==> config.mk <==
export PLATFORM = sky130hd
export DESIGN_NAME = accumulator_machine_step_top
export DESIGN_NICKNAME = d
export VERILOG_FILES = /design/src/hdl/ams_pkg.sv /design/src/hdl/ams_ctrl.sv /design/src/hdl/ams_dp.sv /design/src/hdl/accumulator_machine_step_top.sv
export VERILOG_INCLUDE_DIRS = /design/src /design/src/hdl
export SDC_FILE = /design/constraint.sdc
export NUM_CORES = 2
export LEC_CHECK = 0
export BUFFER_PORTS_ARGS = -buffer_cell sky130_fd_sc_hd__buf_2
export CORE_MARGIN = 3
export CORE_UTILIZATION = 45
export CTS_BUF_LIST = sky130_fd_sc_hd__clkbuf_2
export CTS_CLUSTER_DIAMETER = 60
export DETAILED_ROUTE_END_ITERATION = 7
export SLEW_MARGIN = 5
export SYNTH_ARGS = -nofsm -noshare
export SYNTH_HDL_FRONTEND = slang
export SYNTH_SLANG_ARGS = --single-unit
==> constraint.sdc <==
create_clock -name i_clk -period 8.19 [get_ports i_clk]
set_input_delay 0 -clock i_clk [delete_from_list [all_inputs] [get_ports i_clk]]
set_output_delay 0 -clock i_clk [all_outputs]
set_load 0.005 [all_outputs]
==> src/hdl/accumulator_machine_step_top_macros.svh <==
// Assertion macros for the accumulator machine top level.
// No dependencies; included by files that assert.
`ifndef ACCUMULATOR_MACHINE_STEP_TOP_MACROS_SVH
`define ACCUMULATOR_MACHINE_STEP_TOP_MACROS_SVH
// Implication checked on every rising clock edge outside reset.
`define AMS_ASSERT_IMP(label, ante, cons) \
    label: assert property (@(posedge i_clk) disable iff (!i_rst_n) (ante) |-> (cons)) \
        else $error("assertion failed");
// Next-cycle implication checked outside reset.
`define AMS_ASSERT_NXT(label, ante, cons) \
    label: assert property (@(posedge i_clk) disable iff (!i_rst_n) (ante) |=> (cons)) \
        else $error("assertion failed");
`endif

==> src/hdl/ams_pkg.sv <==
// Package for the accumulator machine: opcodes, status codes and the
// controller/datapath command and status structs. No dependencies.
package ams_pkg;
    // Width of a memory word, the accumulator and every result stored in it.
    localparam int WORD_BITS = 15;

    localparam logic [1:0] OP_LOAD  = 2'd0;
    localparam logic [1:0] OP_STEP  = 2'd1;
    localparam logic [1:0] OP_START = 2'd2;

    localparam logic [2:0] ST_OK       = 3'd0;
    localparam logic [2:0] ST_HALT     = 3'd1;
    localparam logic [2:0] ST_BADADDR  = 3'd2;
    localparam logic [2:0] ST_DIVZERO  = 3'd3;
    localparam logic [2:0] ST_BADOP    = 3'd4;
    localparam logic [2:0] ST_PCRANGE  = 3'd5;
    localparam logic [2:0] ST_IGNORED  = 3'd6;
    localparam logic [2:0] ST_DATAWORD = 3'd7;

    localparam logic [6:0] C_READ  = 7'h10;
    localparam logic [6:0] C_WRITE = 7'h11;
    localparam logic [6:0] C_LOAD  = 7'h20;
    localparam logic [6:0] C_STORE = 7'h21;
    localparam logic [6:0] C_ADD   = 7'h30;
    localparam logic [6:0] C_SUB   = 7'h31;
    localparam logic [6:0] C_DIV   = 7'h32;
    localparam logic [6:0] C_MUL   = 7'h33;
    localparam logic [6:0] C_MOD   = 7'h34;
    localparam logic [6:0] C_JUMP  = 7'h40;
    localparam logic [6:0] C_JNEG  = 7'h41;
    localparam logic [6:0] C_JZ    = 7'h42;
    localparam logic [6:0] C_HALT  = 7'h43;
    localparam logic [6:0] C_MOVA  = 7'h71;
    localparam logic [6:0] C_MOVR  = 7'h72;

    // Commands from controller to datapath.
    typedef struct packed {
        logic take;      // latch the input item
        logic rd_pc;     // read memory at pc
        logic rd_opnd;   // read memory at operand
        logic rd_acc;    // read memory at accumulator
        logic decode;    // latch instruction word
        logic exec;      // apply effect of instruction without divider
        logic div_go;    // start divider
        logic div_done;  // commit divider result
        logic fin;       // form result
    } t_cmd;

    // Status from datapath to controller.
    typedef struct packed {
        logic is_step;   // step item on a running machine
        logic need_opnd; // instruction reads mem[operand] first
        logic need_acc;  // instruction reads mem[acc] first
        logic is_div;    // needs the divider
        logic div_busy;
    } t_stat;
endpackage

==> src/hdl/ams_ctrl.sv <==
// Controller state machine of the accumulator machine.
// Depends on ams_pkg for command and status types.
module ams_ctrl (
    input  logic           i_clk,
    input  logic           i_rst_n,
    input  logic           i_in_valid,
    output logic           o_in_ready,
    output logic           o_res_load,
    input  logic           i_out_free,
    input  ams_pkg::t_stat i_stat,
    output ams_pkg::t_cmd  o_cmd
);
    typedef enum logic [7:0] {
        S_IDLE  = 8'b00000001,
        S_FETCH = 8'b00000010,
        S_DEC   = 8'b00000100,
        S_RDX   = 8'b00001000,
        S_EXEC  = 8'b00010000,
        S_DIV   = 8'b00100000,
        S_FIN   = 8'b01000000,
        S_OUT   = 8'b10000000
    } t_state;

    t_state r_state, n_state;

    always_ff @(posedge i_clk) begin
        if (!i_rst_n) begin
            r_state <= S_IDLE;
        end else begin
            r_state <= n_state;
        end
    end

    assign o_in_ready = (r_state == S_IDLE);

    always_comb begin
        n_state    = r_state;
        o_cmd      = '0;
        o_res_load = 1'b0;
        case (r_state)
            S_IDLE: begin
                if (i_in_valid) begin
                    o_cmd.take = 1'b1;
                    n_state = S_FETCH;
                end
            end
            S_FETCH: begin
                if (i_stat.is_step) begin
                    o_cmd.rd_pc = 1'b1;
                    n_state = S_DEC;
                end else begin
                    n_state = S_FIN;
                end
            end
            S_DEC: begin
                o_cmd.decode = 1'b1;
                n_state = S_RDX;
            end
            S_RDX: begin
                o_cmd.rd_opnd = i_stat.need_opnd;
                o_cmd.rd_acc  = i_stat.need_acc;
                n_state = S_EXEC;
            end
            S_EXEC: begin
                if (i_stat.is_div) begin
                    o_cmd.div_go = 1'b1;
                    n_state = S_DIV;
                end else begin
                    o_cmd.exec = 1'b1;
                    n_state = S_FIN;
                end
            end
            S_DIV: begin
                if (!i_stat.div_busy) begin
                    o_cmd.div_done = 1'b1;
                    n_state = S_FIN;
                end
            end
            S_FIN: begin
                o_cmd.fin = 1'b1;
                n_state = S_OUT;
            end
            S_OUT: begin
                if (i_out_free) begin
                    o_res_load = 1'b1;
                    n_state = S_IDLE;
                end
            end
            default: n_state = S_IDLE;
        endcase
    end
endmodule

==> src/hdl/ams_dp.sv <==
// Datapath of the accumulator machine: memory, pc, accumulator, flags and
// a shift-subtract divider. Depends on ams_pkg.
module ams_dp #(
    parameter int MEMORY_WORDS = 128
) (
    input  logic                 i_clk,
    input  logic                 i_rst_n,
    input  ams_pkg::t_cmd        i_cmd,
    output ams_pkg::t_stat       o_stat,
    input  logic [1:0]           i_operation,
    input  logic [6:0]           i_address,
    input  logic [14:0]          i_data,
    input  logic [14:0]          i_io_value,
    output logic [2:0]           o_status,
    output logic [6:0]           o_program_counter,
    output logic [14:0]          o_accumulator_value,
    output logic                 o_write_valid,
    output logic [14:0]          o_write_data,
    output logic                 o_stopped
);
    localparam int WORD_BITS = ams_pkg::WORD_BITS;
    localparam int AW = (MEMORY_WORDS > 1) ? $clog2(MEMORY_WORDS) : 1;
    localparam int CW = $clog2(WORD_BITS + 1);
    localparam logic [CW-1:0] DIV_STEPS = CW'(WORD_BITS);

    logic [WORD_BITS-1:0] r_mem [MEMORY_WORDS];
    logic [WORD_BITS-1:0] r_rd;
    logic [1:0]  r_op;
    logic [14:0] r_io;
    logic [6:0]  r_pc;
    logic [WORD_BITS-1:0] r_acc, r_word;
    logic r_halt, r_dfault, r_mfault, r_ofault;
    logic [2:0] r_status;
    logic r_wv;
    logic [WORD_BITS-1:0] r_wd;
    logic w_bad;
    // divider
    logic [WORD_BITS-1:0] r_q, r_rem, r_dvs;
    logic [CW-1:0] r_cnt;
    logic r_busy;

    logic [6:0] w_cmd, w_opnd;
    logic w_stopped, w_top;
    logic [WORD_BITS+1:0] w_trial;
    logic [WORD_BITS:0] w_shift;
    logic w_opnd_ok, w_acc_ok, w_needs_op;
    logic [2*WORD_BITS-1:0] w_prod;
    // Operand word: the read register holds it from the operand read onwards.
    logic [WORD_BITS-1:0] w_x;

    assign w_x    = r_rd;
    assign w_top  = r_word[WORD_BITS-1];
    assign w_cmd  = 7'((r_word >> 7) & WORD_BITS'(7'h7f));
    assign w_opnd = r_word[6:0];
    assign w_stopped = r_halt | r_dfault | r_mfault | r_ofault;
    assign w_opnd_ok = ({1'b0, w_opnd} < 8'(MEMORY_WORDS));
    assign w_acc_ok  = ({{(32-WORD_BITS){1'b0}}, r_acc} < 32'(MEMORY_WORDS));
    assign w_prod    = r_acc * w_x;

    always_comb begin
        case (w_cmd)
            ams_pkg::C_READ, ams_pkg::C_WRITE, ams_pkg::C_LOAD, ams_pkg::C_STORE,
            ams_pkg::C_ADD, ams_pkg::C_SUB, ams_pkg::C_DIV, ams_pkg::C_MUL,
            ams_pkg::C_MOD, ams_pkg::C_MOVA, ams_pkg::C_MOVR: w_needs_op = 1'b1;
            default: w_needs_op = 1'b0;
        endcase
    end

    assign o_stat.is_step   = (r_op == ams_pkg::OP_STEP) && !w_stopped
                              && ({1'b0, r_pc} < 8'(MEMORY_WORDS));
    assign o_stat.need_opnd = !w_top && w_opnd_ok && (w_cmd != ams_pkg::C_MOVR);
    assign o_stat.need_acc  = !w_top && w_acc_ok && (w_cmd == ams_pkg::C_MOVR);
    assign o_stat.is_div    = !w_top && w_opnd_ok && (w_x != '0)
                              && (w_cmd == ams_pkg::C_DIV || w_cmd == ams_pkg::C_MOD);
    assign o_stat.div_busy  = r_busy;

    // The partial remainder needs one extra bit before the trial subtraction.
    assign w_shift = {r_rem, r_q[WORD_BITS-1]};
    assign w_trial = {1'b0, w_shift} - {2'b0, r_dvs};

    // memory: one write and one registered read per cycle
    always_ff @(posedge i_clk) begin
        if (i_cmd.take && i_operation == ams_pkg::OP_LOAD
            && {1'b0, i_address} < 8'(MEMORY_WORDS)) begin
            r_mem[AW'(i_address)] <= WORD_BITS'(i_data);
        end else if (i_cmd.exec && !w_top && !w_bad) begin
            case (w_cmd)
                ams_pkg::C_READ:  r_mem[AW'(w_opnd)] <= WORD_BITS'(r_io);
                ams_pkg::C_STORE: r_mem[AW'(w_opnd)] <= r_acc;
                ams_pkg::C_MOVA:  r_mem[AW'(r_acc)]  <= w_x;
                ams_pkg::C_MOVR:  r_mem[AW'(w_opnd)] <= w_x;
                default: ;
            endcase
        end
        if (i_cmd.rd_pc)        r_rd <= r_mem[AW'(r_pc)];
        else if (i_cmd.rd_opnd) r_rd <= r_mem[AW'(w_opnd)];
        else if (i_cmd.rd_acc)  r_rd <= r_mem[AW'(r_acc)];
    end

    always_comb begin
        w_bad = 1'b0;
        if (w_needs_op && !w_opnd_ok) w_bad = 1'b1;
        if ((w_cmd == ams_pkg::C_MOVA || w_cmd == ams_pkg::C_MOVR) && !w_acc_ok)
            w_bad = 1'b1;
    end

    always_ff @(posedge i_clk) begin
        if (i_cmd.take) begin
            r_op <= i_operation; r_io <= i_io_value;
        end
        if (i_cmd.decode) r_word <= r_rd;
    end

    // known instructions that advance pc on exec (DIV and MOD advance on commit, HALT never)
    function automatic logic w_needs_or_jump(input logic [6:0] c);
        logic k;
        k = 1'b0;
        case (c)
            ams_pkg::C_READ, ams_pkg::C_WRITE, ams_pkg::C_LOAD, ams_pkg::C_STORE,
            ams_pkg::C_ADD, ams_pkg::C_SUB, ams_pkg::C_MUL, ams_pkg::C_JUMP,
            ams_pkg::C_JNEG, ams_pkg::C_JZ, ams_pkg::C_MOVA, ams_pkg::C_MOVR: k = 1'b1;
            default: k = 1'b0;
        endcase
        return k;
    endfunction

    always_ff @(posedge i_clk) begin
        logic [7:0] w_next;
        w_next = {1'b0, r_pc} + 8'd1;
        if (!i_rst_n) begin
            r_pc <= '0; r_acc <= '0;
            r_halt <= 1'b1; r_dfault <= 1'b0; r_mfault <= 1'b0; r_ofault <= 1'b0;
            r_status <= ams_pkg::ST_IGNORED; r_wv <= 1'b0; r_wd <= '0;
            r_busy <= 1'b0; r_cnt <= '0;
        end else begin
            if (i_cmd.take) begin
                r_wv <= 1'b0; r_wd <= '0;
                r_status <= ams_pkg::ST_IGNORED;
                if (i_operation == ams_pkg::OP_LOAD) begin
                    r_status <= ({1'b0, i_address} < 8'(MEMORY_WORDS))
                                ? ams_pkg::ST_OK : ams_pkg::ST_BADADDR;
                end else if (i_operation == ams_pkg::OP_START) begin
                    if ({1'b0, i_address} < 8'(MEMORY_WORDS)) begin
                        r_pc <= i_address;
                        r_halt <= 1'b0; r_dfault <= 1'b0;
                        r_mfault <= 1'b0; r_ofault <= 1'b0;
                        r_status <= ams_pkg::ST_OK;
                    end else begin
                        r_status <= ams_pkg::ST_PCRANGE;
                    end
                end else if (i_operation == ams_pkg::OP_STEP) begin
                    if (!w_stopped && !({1'b0, r_pc} < 8'(MEMORY_WORDS))) begin
                        r_mfault <= 1'b1;
                        r_status <= ams_pkg::ST_PCRANGE;
                    end
                end
            end
            if (i_cmd.exec) begin
                w_next = {1'b0, r_pc} + 8'd1;
                if (w_top) begin
                    r_halt <= 1'b1; r_status <= ams_pkg::ST_DATAWORD;
                end else if (w_bad) begin
                    r_halt <= 1'b1; r_status <= ams_pkg::ST_BADADDR;
                end else begin
                    r_status <= ams_pkg::ST_OK;
                    case (w_cmd)
                        ams_pkg::C_READ, ams_pkg::C_STORE,
                        ams_pkg::C_MOVA, ams_pkg::C_MOVR: ;
                        ams_pkg::C_WRITE: begin r_wv <= 1'b1; r_wd <= w_x; end
                        ams_pkg::C_LOAD:  r_acc <= w_x;
                        ams_pkg::C_ADD:   r_acc <= r_acc + w_x;
                        ams_pkg::C_SUB:   r_acc <= r_acc - w_x;
                        ams_pkg::C_MUL:   r_acc <= w_prod[WORD_BITS-1:0];
                        ams_pkg::C_DIV, ams_pkg::C_MOD: begin
                            r_dfault <= 1'b1; r_status <= ams_pkg::ST_DIVZERO;
                        end
                        ams_pkg::C_JUMP:  w_next = {1'b0, w_opnd};
                        ams_pkg::C_JNEG:  if (r_acc[WORD_BITS-1]) w_next = {1'b0, w_opnd};
                        ams_pkg::C_JZ:    if (r_acc == '0) w_next = {1'b0, w_opnd};
                        ams_pkg::C_HALT: begin
                            r_halt <= 1'b1; r_status <= ams_pkg::ST_HALT;
                        end
                        default: begin
                            r_ofault <= 1'b1; r_status <= ams_pkg::ST_BADOP;
                        end
                    endcase
                    if (w_cmd != ams_pkg::C_HALT && w_cmd != ams_pkg::C_DIV
                        && w_cmd != ams_pkg::C_MOD && w_needs_or_jump(w_cmd)) begin
                        if (w_next < 8'(MEMORY_WORDS)) r_pc <= w_next[6:0];
                        else begin
                            r_mfault <= 1'b1; r_status <= ams_pkg::ST_PCRANGE;
                        end
                    end
                end
            end
            if (i_cmd.div_go) begin
                r_q <= r_acc; r_rem <= '0; r_dvs <= w_x;
                r_cnt <= DIV_STEPS; r_busy <= 1'b1;
            end else if (r_busy) begin
                r_q <= {r_q[WORD_BITS-2:0], !w_trial[WORD_BITS+1]};
                r_rem <= w_trial[WORD_BITS+1] ? w_shift[WORD_BITS-1:0]
                                              : w_trial[WORD_BITS-1:0];
                r_cnt <= r_cnt - CW'(1);
                if (r_cnt == CW'(1)) r_busy <= 1'b0;
            end
            if (i_cmd.div_done) begin
                r_acc <= (w_cmd == ams_pkg::C_DIV) ? r_q : r_rem;
                r_status <= ams_pkg::ST_OK;
                w_next = {1'b0, r_pc} + 8'd1;
                if (w_next < 8'(MEMORY_WORDS)) r_pc <= w_next[6:0];
                else begin
                    r_mfault <= 1'b1; r_status <= ams_pkg::ST_PCRANGE;
                end
            end
        end
    end

    always_ff @(posedge i_clk) begin
        if (i_cmd.fin) begin
            o_status <= r_status;
            o_program_counter <= r_pc;
            o_accumulator_value <= 15'(r_acc);
            o_write_valid <= r_wv;
            o_write_data <= 15'(r_wd);
            o_stopped <= w_stopped;
        end
    end
endmodule

==> src/hdl/accumulator_machine_step_top.sv <==
// Top level of the accumulator machine step block.
// Depends on ams_pkg, ams_ctrl, ams_dp and the assertion macro header.
//
// Usage: one input transfer on the s_axis group carries an item: a memory
// load, a start at an address (clears all flags) or one instruction step.
// Every item yields exactly one result transfer on the m_axis group with
// the status, program counter, accumulator, write word and stopped flag.
// Loads, starts and stopped steps pass from acceptance through the fetch
// and finish states to the result register; an ordinary instruction adds
// decode, operand read and execute, as fetch, decode and operand read share
// the single memory read port. DIVIDE and MOD by a nonzero divisor add the
// shift-subtract divider and its commit. The input is ready again in the
// cycle after the result is loaded. One item is in flight at a time; the
// result register is separate from the datapath so a finished result waits
// there while the next item is accepted. After reset the machine is halted
// with pc and accumulator zero; memory holds nothing defined until loaded.
// When the receiver stalls the result is held and the controller waits
// before overwriting it.
`include "accumulator_machine_step_top_macros.svh"
module accumulator_machine_step_top #(
    parameter int MEMORY_WORDS = 128
) (
    input  logic        i_clk,
    input  logic        i_rst_n,
    input  logic        s_axis_tvalid,
    output logic        s_axis_tready,
    // operation[1:0], address[8:2], data[23:9], io_value[38:24], zero pad
    input  logic [39:0] s_axis_tdata,
    output logic        m_axis_tvalid,
    input  logic        m_axis_tready,
    // status[2:0], program_counter[9:3], accumulator_value[24:10],
    // write_valid[25], write_data[40:26], stopped[41], zero pad
    output logic [47:0] m_axis_tdata
);
    ams_pkg::t_cmd  w_cmd;
    ams_pkg::t_stat w_stat;
    logic w_res_load, w_out_free;
    logic [2:0] w_status;
    logic [6:0] w_pc;
    logic [14:0] w_acc, w_wd;
    logic w_wv, w_stop;
    logic r_out_valid;
    logic [47:0] r_out;

    assign w_out_free = !r_out_valid || m_axis_tready;

    ams_ctrl u_ctrl (
        .i_clk(i_clk), .i_rst_n(i_rst_n),
        .i_in_valid(s_axis_tvalid), .o_in_ready(s_axis_tready),
        .o_res_load(w_res_load), .i_out_free(w_out_free),
        .i_stat(w_stat), .o_cmd(w_cmd)
    );

    ams_dp #(.MEMORY_WORDS(MEMORY_WORDS)) u_dp (
        .i_clk(i_clk), .i_rst_n(i_rst_n), .i_cmd(w_cmd), .o_stat(w_stat),
        .i_operation(s_axis_tdata[1:0]), .i_address(s_axis_tdata[8:2]),
        .i_data(s_axis_tdata[23:9]), .i_io_value(s_axis_tdata[38:24]),
        .o_status(w_status), .o_program_counter(w_pc),
        .o_accumulator_value(w_acc), .o_write_valid(w_wv),
        .o_write_data(w_wd), .o_stopped(w_stop)
    );

    // Output register: loaded once per item, held while the receiver stalls.
    always_ff @(posedge i_clk) begin
        if (!i_rst_n) begin
            r_out_valid <= 1'b0;
        end else if (w_res_load) begin
            r_out_valid <= 1'b1;
        end else if (m_axis_tready) begin
            r_out_valid <= 1'b0;
        end
    end

    always_ff @(posedge i_clk) begin
        if (w_res_load) begin
            r_out <= {6'd0, w_stop, w_wd, w_wv, w_acc, w_pc, w_status};
        end
    end

    assign m_axis_tvalid = r_out_valid;
    assign m_axis_tdata  = r_out;

    // A result is only loaded when the output register is free.
    `AMS_ASSERT_IMP(a_no_overwrite, w_res_load, !r_out_valid || m_axis_tready)
    // Input is only taken while the controller is idle.
    `AMS_ASSERT_NXT(a_one_in_flight, s_axis_tvalid && s_axis_tready, !s_axis_tready)
    // The write word is zero whenever no write was emitted.
    `AMS_ASSERT_IMP(a_wdata_zero, m_axis_tvalid && !m_axis_tdata[25],
                    m_axis_tdata[40:26] == 15'd0)
endmodule

==> results.md <==
- RePlAce Congestion: 0.957
- Power density of the placed cells: 164 mW/mm^2
- Post-synthesis cell count: 6140
- Placed Area: 0.125 sq mm
- Unique cell type count in the Yosys netlist: 86
- Maximum VDD drop: 116 uV
- Detail Route Antenna Nets: 0
- Setup_tns: 0 ns
- Overflow left after global routing: 0
- Pre-antenna DRT Iters: 6
- Cell area after layout: 0.132 sq mm
- CP Launch Type: flip-flop
- WP data arrival: 7.77 ns
- Share of synthesized area occupied by flip-flops and latches: 54.1%
- Final period utilization: 75.4%
- Pins Over Slew Limit: 0
- Top FF cell, synth: sky130_fd_sc_hd__edfxtp_1
- Leakage power total: 40.7 nW
- Count of yosys warnings during synthesis: 0
- IO Pins: 94
- Number of hold-slack violations in the final timing report: 0
- Global-route wire length before repair: 583 mm
- Worst Tran Pin Value: 1.35 ns
- Half-perimeter wire length of the detailed placement result: 261 mm
- Number of global-route vias before repair: 74000
- Sequential cell area: 0.0645 sq mm
- Overall fraction of global-route tracks in use: 30.9%
- Series of cell instances along the critical path: buf_4 > and2_1 > fa_1 > inv_1 > fa_1 > inv_1 > fa_1 > inv_1 > fa_1 > inv_1 > fa_1 > inv_1 > fa_1 > inv_1 > ha_1 > a21oi_1 > nor2b_1 > a211oi_1 > xnor2_1 > a221oi_1 > a221o_1 > a21oi_1
- Die outline width: 520 um
- Maxcap violations: 0
- Final Setup Violations: 0
- Synthesis-stage register bit count: 2169
- Top delay family on crit path: adder cells
- CP Class: reg -> reg
- Area enclosed by the die boundary: 0.271 sq mm
- DRC: 0
- Delay of the slowest cell on the worst path: 0.63 ns
- Number of flops mapped to enable cells by yosys: 2096
- Normalized max-slew margin: 9.74%
- Vias post-DR: 73400
- First-iteration detailed-routing DRC count: 10200
- Number of I/O port buffers: 86
- Hold WC Path Type: in -> reg
- Postcts setup bufs: 0
- Total detailed-routing wirelength: 419 mm
- Maximum number of pins on one net before global-route repair: 129
- Nets: 6849
- Area growth syn-to-layout: 10.7%
- Number of buffers and inverters on the critical path: 7
- Post-synthesis area per instance: 19.4 sq um
- Synthesized cell area: 0.119 sq mm
- Multi-input logic area: 0.0530 sq mm
- DIE HEIGHT: 520 um
- Max Clk Rate: 0.162 GHz
- Setup repair after global routing missed its margin: no
- Total Power: 21.6 mW
- Root Buffer Master: sky130_fd_sc_hd__clkbuf_2
- Async set-reset flop share out of synthesis: 0%
- Maximum clock skew at final layout: 0.284 ns
- WL met3: 49.0 mm
- Total CTS buffers: 590
- Critical path fanouts, max: 14
- Number of antenna violations at the first check in global routing: 27
- Initial core utilization: 45.3%
- Outcome: finished, final reports clean
- Kind of end point of the critical path: flip-flop
- Clock latency on the worst-skew pair: 1.91 ns
- Met2 wirelength from detailed routing: 195 mm
- Maximum clock insertion buffer count: 4
- Reg clk slew, reported paths: 0.11 ns
- Placement row count: 188
- CTS-repair resized insts: 0
- Setup slack at placement: 2.01 ns
- CTS H-tree depth: 6
- Worst Path Required: 9.78 ns
- Layout cells sized above 1: 47.2%
- Clock tree from TritonCTS: done
- Setup slack of the critical path after layout: 2.01 ns
- Uppermost signal routing layer after detailed routing: met5
- Routed len/inst: 39.6 um
- TritonCTS Sinks: 2169
- CORE AREA: 0.263 sq mm
- Count of filler cells inserted in the layout: 21500
- Post-Route M1 WL: 149 mm
- Cell at the slowest stage of the critical path: sky130_fd_sc_hd__edfxtp_1
- Via-to-Cell Ratio: 6.93
- Final period demand of the worst path: 6.18 ns
layout make-up:
| class | instances | share of cell area (%) |
|---|---|---|
| sequential | 2169 | 48.9 |
| inverter | 133 | 0.379 |
| multi-input combinational | 3305 | 40.2 |
| timing repair buffer | 460 | 3.15 |
| clock buffer | 838 | 3.18 |
| tap | 3515 | 3.34 |
| clock inverter | 169 | 0.817 |
| antenna | 13 | 0.0247 |
cells in the final DEF, fill, tap and decap left out, types with 15 or more instances in the layout:
master,instances
sky130_fd_sc_hd__xor2_1,24
sky130_fd_sc_hd__mux2_2,50
sky130_fd_sc_hd__mux4_2,1830
sky130_fd_sc_hd__clkbuf_2,838
sky130_fd_sc_hd__buf_12,45
sky130_fd_sc_hd__and2_1,74
sky130_fd_sc_hd__nor3_1,37
sky130_fd_sc_hd__mux2i_1,105
sky130_fd_sc_hd__a211oi_1,34
sky130_fd_sc_hd__nor2_4,67
sky130_fd_sc_hd__nor2_1,74
sky130_fd_sc_hd__a21oi_1,115
sky130_fd_sc_hd__nor2_2,63
sky130_fd_sc_hd__buf_2,86
sky130_fd_sc_hd__nor2b_1,21
sky130_fd_sc_hd__a22oi_1,35
sky130_fd_sc_hd__nand2_1,162
sky130_fd_sc_hd__o21ai_0,42
sky130_fd_sc_hd__dlygate4sd3_1,140
sky130_fd_sc_hd__fa_1,70
sky130_fd_sc_hd__a21oi_4,15
sky130_fd_sc_hd__clkinv_1,98
sky130_fd_sc_hd__buf_4,189
sky130_fd_sc_hd__ha_1,76
sky130_fd_sc_hd__edfxtp_1,2096
sky130_fd_sc_hd__clkinv_2,27
sky130_fd_sc_hd__dfxtp_1,57
sky130_fd_sc_hd__inv_1,132
sky130_fd_sc_hd__xnor2_1,56
sky130_fd_sc_hd__nand3_1,76
sky130_fd_sc_hd__o22ai_1,49
per-layer routing:
| layer | vias up | global-route usage (%) |
|---|---|---|
| li1 | 28200 | - |
| met1 | 39300 | 39.9 |
| met5 | - | 0 |
| met4 | 10 | 16.9 |
| met2 | 5040 | 47.0 |
| met3 | 919 | 9.67 |
timing repair:
action,CTS,global route
setup endpoints to repair,0,0
hold endpoints to repair,4027,0
hold buffers,140,0
metrics by stage:
stage / utilization, % / hold WS [ns] / instances
2_1_floorplan: - / 0.0989 / 6145
3_3_place_gp: 47.6 / 0.179 / 9442
3_5_place_dp: 47.6 / 0.178 / 9442
4_1_cts: 50.1 / 0.0126 / 10600
5_1_grt: 50.2 / 0.0672 / 10600
6_report: 50.2 / 0.153 / 10600
cell families after synthesis:
group	Yosys count	synth area share, %
xor gates and xnor gates	81	0.607
buffers and inverters	671	2.23
DFF	2169	54.1
adders and majority gates	146	1.97
AOI/OAI and AO/OA	388	2.19
muxes	1988	36.0
and+or+nand+nor	696	2.92
other	1	0.00315
report_power, final:
part	switching [mW]	internal, mW	total, mW	leakage [nW]
combinational	0.853	0.542	1.40	17.3
clock	4.81	3.11	7.92	3.99
sequential	0.0589	12.2	12.2	19.5
total	5.72	15.8	21.6	40.7
worst reg2reg max path, delay by kind of cell, from the launching register on:
family                     cells  cell delay, ns
and+or+nand+nor                2            0.27
adders and majority gates      7            3.40
AOI/OAI and AO/OA              5            1.01
buffers and inverters          7            0.63
DFF                            1            0.63
xor gates and xnor gates       1            0.12
state kept, by name, summed over array words and instances (netlist names), 2 cells and up, named ones only:
name	flops
u_dp.r_q	15
u_dp.r_rd	15
u_dp.r_op	2
u_dp.r_status	3
u_dp.r_wd	15
u_dp.r_acc	15
u_dp.o_program_counter	7
u_dp.o_write_data	15
u_dp.o_status	3
u_dp.r_io	15
u_ctrl.r_state	8
m_axis_tdata	42
u_dp.r_rem	15
u_dp.r_word	15
u_dp.o_accumulator_value	15
u_dp.r_pc	7
u_dp.r_cnt	4
u_dp.r_dvs	15
u_dp.r_mem	1920
synthesized netlist by cell type, drive strengths merged (10+ instances only):
master	n	area, sq um
mux2i	105	1050
nand2	178	778
fa	70	1400
o21a	11	82.6
nor3	40	211
or3	11	68.8
xor2	24	210
clkbuf	345	1290
inv	132	495
nor2	204	768
nor4	10	77.6
nand2b	12	75.1
ha	76	951
nor2b	23	144
mux2	53	608
dfxtp	73	1460
o31ai	12	200
nand3	84	420
o21ai	45	229
o211ai	10	80.1
a22oi	35	263
and2	74	463
xnor2	56	490
a21oi	130	651
mux4	1830	41200
buf	193	866
o22ai	49	307
a211oi	35	268
and3	13	81.3
edfxtp	2096	62900
worst paths after layout:
check | slack, ns | to | cells after the start | from
setup / recovery | 2.01 | u_dp.r_acc[12] | 22 | u_dp.r_rd[0]
hold / removal | 0.15 | u_dp.r_mem[95][9] | 6 | s_axis_tdata[18]
setup reg to reg | 2.01 | u_dp.r_acc[12] | 22 | u_dp.r_rd[0]
hold reg to reg | 0.33 | m_axis_tdata[28] | 0 | u_dp.o_write_data[2]
Note: power is estimated with default switching activity, not from simulation.
